==> src/rbqt_pkg.sv <==
`timescale 1ns / 1ps
package rbqt_pkg;
  localparam int MaxReplicasDef    = 16;
  localparam int SlotsPerOriginDef = 64;
  localparam int DigestW = 256;

  typedef enum logic [1:0] {
    CMD_INIT  = 2'd0,
    CMD_ECHO  = 2'd1,
    CMD_READY = 2'd2,
    CMD_CLEAR = 2'd3
  } cmd_t;

  typedef enum logic [2:0] {
    ST_OK      = 3'd0,
    ST_VIEW    = 3'd1,
    ST_DIGEST  = 3'd2,
    ST_DUP     = 3'd3,
    ST_NOSLOT  = 3'd4,
    ST_CLEARED = 3'd5
  } status_t;

  typedef enum logic [1:0] {
    PH_INIT  = 2'd0,
    PH_ECHO  = 2'd1,
    PH_READY = 2'd2
  } phase_t;

  typedef enum logic [1:0] {
    REG_NUM_SERVERS = 2'd0,
    REG_FAULT_BOUND = 2'd1,
    REG_RECOVERY    = 2'd2,
    REG_VIEW        = 2'd3
  } reg_t;

  typedef enum logic [2:0] {
    BS_IDLE  = 3'd0,
    BS_READ  = 3'd1,
    BS_EXEC  = 3'd2,
    BS_OUT   = 3'd3,
    BS_SWEEP = 3'd4
  } bstate_t;

  typedef struct packed {
    logic [2:0] fault_bound;
    logic [2:0] recovery_extra;
  } quorum_cfg_t;
endpackage

==> src/rbqt_front.sv <==
`timescale 1ns / 1ps
// checks view and ids, computes the slot index, queues the item
module rbqt_front import rbqt_pkg::*; #(
  parameter int MAX_REPLICAS = MaxReplicasDef,
  parameter int SLOTS_PER_ORIGIN = SlotsPerOriginDef,
  parameter int IW = $clog2(MAX_REPLICAS),
  parameter int SW = $clog2(SLOTS_PER_ORIGIN),
  parameter int QW = 2 + 3 + IW + SW + 32 + IW + DigestW
) (
  input  logic          clk,
  input  logic          rst,
  input  logic          in_valid,
  output logic          in_ready,
  input  logic [1:0]    cmd,
  input  logic [31:0]   msg_view,
  input  logic [4:0]    origin_id,
  input  logic [31:0]   seq_number,
  input  logic [4:0]    sender_id,
  input  logic [DigestW-1:0] digest,
  input  logic [4:0]    replica_count,
  input  logic [31:0]   current_view,
  output logic          q_valid,
  input  logic          q_ready,
  output logic [QW-1:0] q_data
);
  localparam int Depth = 2;
  logic [QW-1:0] fifo [Depth];
  logic [1:0] count;
  logic wptr, rptr;
  logic [2:0] pre;
  logic org_ok, snd_ok;
  logic [IW-1:0] org_i, snd_i;
  logic [QW-1:0] entry;

  always_comb begin
    org_ok = origin_id != 5'd0 && origin_id <= replica_count
             && 32'(origin_id) <= 32'(MAX_REPLICAS);
    snd_ok = sender_id != 5'd0 && sender_id <= replica_count
             && 32'(sender_id) <= 32'(MAX_REPLICAS);
    org_i = IW'(origin_id - 5'd1);
    snd_i = IW'(sender_id - 5'd1);
    if (cmd == CMD_CLEAR) pre = ST_CLEARED;
    else if (msg_view != current_view) pre = ST_VIEW;
    else if (!org_ok || (cmd != CMD_INIT && !snd_ok)) pre = ST_NOSLOT;
    else pre = ST_OK;
    entry = {cmd, pre, org_i, seq_number[SW-1:0], seq_number, snd_i, digest};
  end

  assign in_ready = count != 2'(Depth);
  assign q_valid  = count != 2'd0;
  assign q_data   = fifo[rptr];

  always_ff @(posedge clk) begin
    if (in_valid && in_ready) fifo[wptr] <= entry;
    if (rst) begin
      count <= '0;
      wptr <= 1'b0;
      rptr <= 1'b0;
    end else begin
      if (in_valid && in_ready) wptr <= ~wptr;
      if (q_valid && q_ready) rptr <= ~rptr;
      count <= count + 2'(in_valid && in_ready) - 2'(q_valid && q_ready);
    end
  end
endmodule

==> config.mk <==
export PLATFORM = sky130hd
export DESIGN_NAME = rbqt_front
export DESIGN_NICKNAME = d
export VERILOG_FILES = /design/src/rbqt_pkg.sv /design/src/rbqt_front.sv
export SDC_FILE = /design/constraint.sdc
export NUM_CORES = 1
export LEC_CHECK = 0
export BUFFER_PORTS_ARGS = -buffer_cell sky130_fd_sc_hd__buf_2
export CAP_MARGIN = 0
export CORE_AREA = 8 8 256 258
export CTS_BUF_LIST = sky130_fd_sc_hd__clkbuf_4 sky130_fd_sc_hd__clkbuf_8
export DETAILED_ROUTE_END_ITERATION = 10
export DIE_AREA = 0 0 264 266
export HOLD_SLACK_MARGIN = 0.05
export REMOVE_ABC_BUFFERS = 1
export SYNTH_ARGS = -nofsm -noshare
export SYNTH_HDL_FRONTEND = slang
export SYNTH_SLANG_ARGS = --single-unit
==> constraint.sdc <==
create_clock -name clk -period 16.37 [get_ports clk]
set_clock_uncertainty 0.1 [all_clocks]
set_input_delay 1.637 -clock clk [delete_from_list [all_inputs] [get_ports clk]]
set_output_delay 1.637 -clock clk [all_outputs]
set_load 0.005 [all_outputs]
==> reports/summary.txt, run 1 <==
Yosys top cell by area: edfxtp_1
Placement Cell Area: 26,900 um^2
ranking of synthesized cells by area: edfxtp_1 80%, mux2_2 15%, xnor2_1 1.4%
Setup Fix Bufs, Post-CTS: 0
Die W: 264 um
HP Class: reg -> reg
FF-to-FF setup slack: 12.95 ns
WL/cell: 22.3 um
CTS tree: done
placed cells: 2,502
critical path class: reg -> out
Max Fclk: 181 MHz
area share of the largest cell type after synthesis: 0.797
synth unique cells: 31
Clock transition at path regs: 0.06 ns
clk sink count: 605
die area: 70,200 um^2
RR Endpoint: fifo[1][49]
RePlAce Congestion: 0.813
Die H: 266 um
DRC violations left: 0
largest net degree at the start of global routing: 164
async set-or-reset flop fraction in the synthesized netlist: 0
post-place setup slack: 11.52 ns
FF-to-FF Start: count[0]
Max-slew headroom: 0.233
Setup TNS Final: 0 ns
dpl hpwl: 43,900 um
H-Tree Level Count: 3
Synth Instances: 1,062
CTS Root Cell: clkbuf_8
post-route insts no fill: 2,700
Iteration-0 DRC Markers: 698
crit path DAT: 3.79 ns
Synthesis Warnings: 0
mean post-synth cell area: 21.3 um^2
final WL: 60,300 um
Post-synth top flop: edfxtp_1
Rows: 91
max_cap viols: 0
number of synthesized flops with an enable pin: 600
core region area: 61,300 um^2
post-synthesis instance area: 22,600 um^2
WL met3: 5380 um
initial core utilization: 0.369
area grow syn2layout: 28.0%
vias in the first global route: 14,100
clk_lat worst skew: 0.69 ns
vias post-DR: 12,700
Metal-1 WL: 20,300 um
DR top layer: met5
first-pass GRT wire length: 87,100 um
layout cells sized above 1: 0.609
Vias/cell: 4.69
endpoints failing setup: 0
total CTS buffers: 101
Static Leak: 0.0109 uW
nets: 2,203
worst hold start: rptr
Setup crit end kind: primary output
post-cts hold buffer count: 0
DRT Pass-1 Iters: 7
Period minus WS final: 5.52 ns
Seq/Total Area, Yosys: 0.802
cell depth of the worst flop-to-flop path: 4
worst setup margin: 10.85 ns
WHS Path Cells: 2
outcome: completed
Hold EP: rptr
port bufs: 680
worst-case clock buffer depth: 3
antenna violations before repair: 22
final hold viol count: 0
VDD IR max: 0.0896 mV
RSZ-0062 raised after global routing: no
fin crit share: 0.337
Final ANT Viol Nets: 0
post-cts resize count: 0
power per cell area: 148 nW/um^2
grt ovf: 0
total track usage: 0.165
WP data required: 14.63 ns
CP max FO: 64
Critical Path Start Type: flop
worst slew pin tran: 1.15 ns
final max-slew violation count: 0
routed wl met2: 32,400 um
Util after Layout: 0.472
I/O Pins: 682
design area: 28,900 um^2
register bit total from synthesis: 605
[cell usage after synthesis (2+ instances only)]
library cell    n
a21oi_1         3
mux2_2        300
ha_1           15
inv_1          14
buf_2          33
xor2_1          6
edfxtp_1      600
nand3_1         3
nand2_1         3
buf_4           7
nand4_1        10
nor4_2          2
nor3_1          2
nor2_1          8
dfxtp_1         5
xnor2_1        36
[sequential cells by signal, summed over array words and instances (netlist names), named ones only]
signal and cells:
rptr 1, fifo 600, count 2, wptr 1
[cells by family (layout without fill, tap and decap cells)]
kind of cell | after synthesis | in the layout | synth area share
flops | 605 | 605 | 0.802
compound gates | 11 | 11 | 0.00338
other cells | 1 | 11 | 0.000166
xor+xnor | 42 | 42 | 0.0163
buf+inv | 54 | 892 | 0.0120
fa+ha+maj | 15 | 15 | 0.00831
mux | 300 | 300 | 0.150
simple gates | 34 | 34 | 0.00853
[critical path, stage by stage, from the launching register on]
cell	delay, ns
dfxtp_4	0.78
buf_4	0.77
buf_4	0.80
mux2_2	0.43
buf_2	0.14
[layout make-up]
cell class	instances	area, um^2
tap	790	988
clock buffer	138	1700
clock inverter	50	302
fill	5342	32300
multi-input combinational	403	4220
sequential	605	18100
inverter	14	52.6
antenna	10	25.0
timing repair buffer	690	3500
[worst max-delay path by stage]
stage / slack [ns] / startpoint / endpoint
after global routing: 10.58 / flop / q_data[4]
final: 10.85 / flop / q_data[4]
after detailed placement: 11.52 / flop / q_data[4]
after CTS: 10.69 / flop / q_data[4]
after global placement: 11.52 / flop / q_data[206]
after floorplan: 1.15 / in_valid / fifo[0][0]
[placed cells by master (no fill, tap or decap), types with 3 or more instances in the layout]
master      instances
a21oi_1             3
buf_2             680
buf_4               8
clkbuf_4           32
clkbuf_8          106
clkinv_1           27
clkinv_2           13
clkinvlp_4          3
dfxtp_1             4
diode_2            10
edfxtp_1          600
ha_1               15
inv_1              14
mux2_2            300
nand2_1             3
nand3_1             3
nand4_1            10
nor2_1              7
xnor2_1            36
xor2_1              6
[metal layers]
layer	vias up	GRT usage
met2	542	0.304
met4	16	0.0754
met1	6230	0.160
met3	134	0.0667
met5	-	0
li1	5732	-
[stage by stage]
| step | hold WS, ns | power [uW] |
|---|---|---|
| after floorplan | 0.381 | 2750 |
| after global placement | 0.400 | 3020 |
| after detailed placement | 0.408 | 3040 |
| after CTS | 0.422 | 4350 |
| after global routing | 0.478 | 4480 |
| final | 0.416 | 4270 |
[report_power, final]
group | switching [uW] | internal (uW) | total (uW)
clock | 596 | 696 | 1290
sequential | 61.8 | 1970 | 2030
combinational | 504 | 447 | 951
No activity file was read; power rests on OpenSTA's default activity.
==> inputs of run 2 (changes only) <==
--- a/config.mk
+++ b/config.mk
@@ -7,10 +7,10 @@
 export LEC_CHECK = 0
 export BUFFER_PORTS_ARGS = -buffer_cell sky130_fd_sc_hd__buf_2
 export CAP_MARGIN = 0
-export CORE_AREA = 8 8 256 258
+export CORE_AREA = 8 8 261 263
 export CTS_BUF_LIST = sky130_fd_sc_hd__clkbuf_4 sky130_fd_sc_hd__clkbuf_8
 export DETAILED_ROUTE_END_ITERATION = 10
-export DIE_AREA = 0 0 264 266
+export DIE_AREA = 0 0 269 271
 export HOLD_SLACK_MARGIN = 0.05
 export REMOVE_ABC_BUFFERS = 1
 export SYNTH_ARGS = -nofsm -noshare
==> constraint.sdc (replaced) <==
create_clock -name clk -period 5 [get_ports clk]
set_clock_uncertainty 0.1 [all_clocks]
set_input_delay 0.5 -clock clk [delete_from_list [all_inputs] [get_ports clk]]
set_output_delay 0.5 -clock clk [all_outputs]
set_load 0.005 [all_outputs]
==> run 2 against run 1 <==
- critical path depth decreased by 1
- highest routed layer unchanged
- worst setup slack got worse by 9.2 ns
- via count increased by 8.4%
- hold slack got worse by 0.25 ns
==> reports/summary.txt, run 2 (same netlist as run 1, synthesis figures left out) <==
outcome: completed
worst slew pin tran: 0.934 ns
final WL: 63,300 um
grt ovf: 0
final max-slew violation count: 0
fin crit share: 0.665
grt peak-use layer: met2
leading cell type in the layout, fill and taps excluded: buf_2
Max-slew headroom: 0.377
Final ANT Viol Nets: 0
antenna violations before repair: 10
Setup crit end kind: primary output
WHS Path Cells: 4
met3 Usage GRT: 0.0545
layout cells sized above 1: 0.524
Static Leak: 0.0121 uW
Top reg by flops: fifo
WP data required: 4.40 ns
Sequential Power Share: 0.475
HP Class: in -> reg
max_cap viols: 0
DRC violations left: 0
dpl hpwl: 45,400 um
Period minus WS final: 3.33 ns
die area: 72,900 um^2
post-route insts no fill: 3,051
Hold EP: wptr
tightest hold margin: 0.164 ns
area grow syn2layout: 41.5%
critical path class: reg -> out
FF-to-FF Start: count[0]
share of total power in the clock network: 0.290
met2 usage: 0.310
CP max FO: 80
CTS Root Cell: clkbuf_8
I/O Pins: 682
port bufs: 680
post-cts resize count: 0
clk sink count: 605
Layout fillers: 5,330
endpoints failing setup: 0
Util after Layout: 0.501
commonest non-fill, non-tap cells in the layout: 680 x buf_2, 600 x edfxtp_1, 300 x mux2_2, 298 x dlygate4sd3_1, 101 x clkbuf_8
global routing usage on met1: 0.159
worst setup margin: 1.67 ns
switching part of the total power: 0.270
sw power: 3800 uW
worst hold start: in_valid
initial core utilization: 0.354
total CTS buffers: 100
CTS tree: done
power per cell area: 440 nW/um^2
Rows: 93
RSZ-0062 raised after global routing: no
Die W: 269 um
VDD IR max: 0.240 mV
internal power: 10,300 uW
clk_lat worst skew: 0.69 ns
combinational cell fraction of total power: 0.235
largest net degree at the start of global routing: 110
Vias/cell: 4.49
Iteration-0 DRC Markers: 732
max FFs per register: 600
placed cells: 2,572
core region area: 63,900 um^2
post-place setup slack: 2.40 ns
Max Fclk: 301 MHz
RR Endpoint: fifo[0][59]
cell depth of the worst flop-to-flop path: 5
worst-case clock buffer depth: 3
H-Tree Level Count: 3
first-pass GRT wire length: 91,500 um
total track usage: 0.166
RePlAce Congestion: 0.873
WL/cell: 20.8 um
vias post-DR: 13,700
crit path DAT: 2.73 ns
FF-to-FF setup slack: 2.66 ns
DRT Pass-1 Iters: 4
Critical Path Start Type: flop
final hold viol count: 0
Die H: 271 um
biggest regs: fifo: 600 flops, count: 2 flops
Clock transition at path regs: 0.05 ns
nets: 2,505
vias in the first global route: 15,700
total power: 14,100 uW
==> run 2: cell types whose count changed in the layout (fill, tap and decap cells not counted) <==
cell,change
dlygate4sd3_1,+298
buf_12,+8
clkinv_2,-7
clkbuf_8,-5
buf_4,-3
diode_2,-3
clkbuf_4,-2
clkinv_1,+1
clkinv_8,-1
clkinvlp_4,-1
inv_12,+1
==> run 2: worst max-delay path, cell delays in order (launching register included) <==
cell and delay (ns):
dfxtp_4 0.84, buf_12 0.36, mux2_2 0.43, buf_2 0.14
==> run 2: how the worst max path moves through the flow <==
stage	start	to	slack [ns]
floorplan	in_valid	fifo[0][0]	-9.08
global placement	flop	q_data[295]	2.42
detailed placement	flop	q_data[295]	2.40
CTS	flop	q_data[295]	1.58
global route	flop	q_data[101]	1.51
finish	flop	q_data[101]	1.67
==> run 2: layout make-up <==
type,instances,area [um^2],area share
multi-input combinational,403,4220,0.132
timing repair buffer,993,6620,0.207
antenna,7,17.5,0.000548
tap,855,1070,0.0334
inverter,14,52.6,0.00164
clock buffer,131,1620,0.0505
sequential,605,18100,0.567
clock inverter,43,263,0.00822
==> run 2: power groups by stage <==
stage | Clock, uW | Sequential (uW) | Combinational (uW)
global placement | 0 | 6780 | 3110
finish | 4080 | 6680 | 3310
global route | 4440 | 6740 | 3560
detailed placement | 0 | 6800 | 3150
floorplan | 0 | 7150 | 1780
CTS | 4220 | 6690 | 3370
==> run 2: per-layer routing <==
layer	wire length (um)	part of all wire
met1	20900	0.33
met2	34200	0.54
met3	5220	0.082
met4	2960	0.047
met5	29	0.00046
==> run 2: stage by stage <==
stage | area [um^2] | TNS (ns)
5_1_grt | 32000 | 0
2_1_floorplan | 22400 | -4716.05
3_3_place_gp | 27100 | 0
4_1_cts | 32000 | 0
6_report | 32000 | 0
3_5_place_dp | 27100 | 0
==> run 2: timing repair <==
item | 4_1_cts | 5_1_grt
setup buffers | 0 | 0
hold buffers | 298 | 0
endpoints found under the hold margin | 599 | 0
setup endpoints to repair | 0 | 0
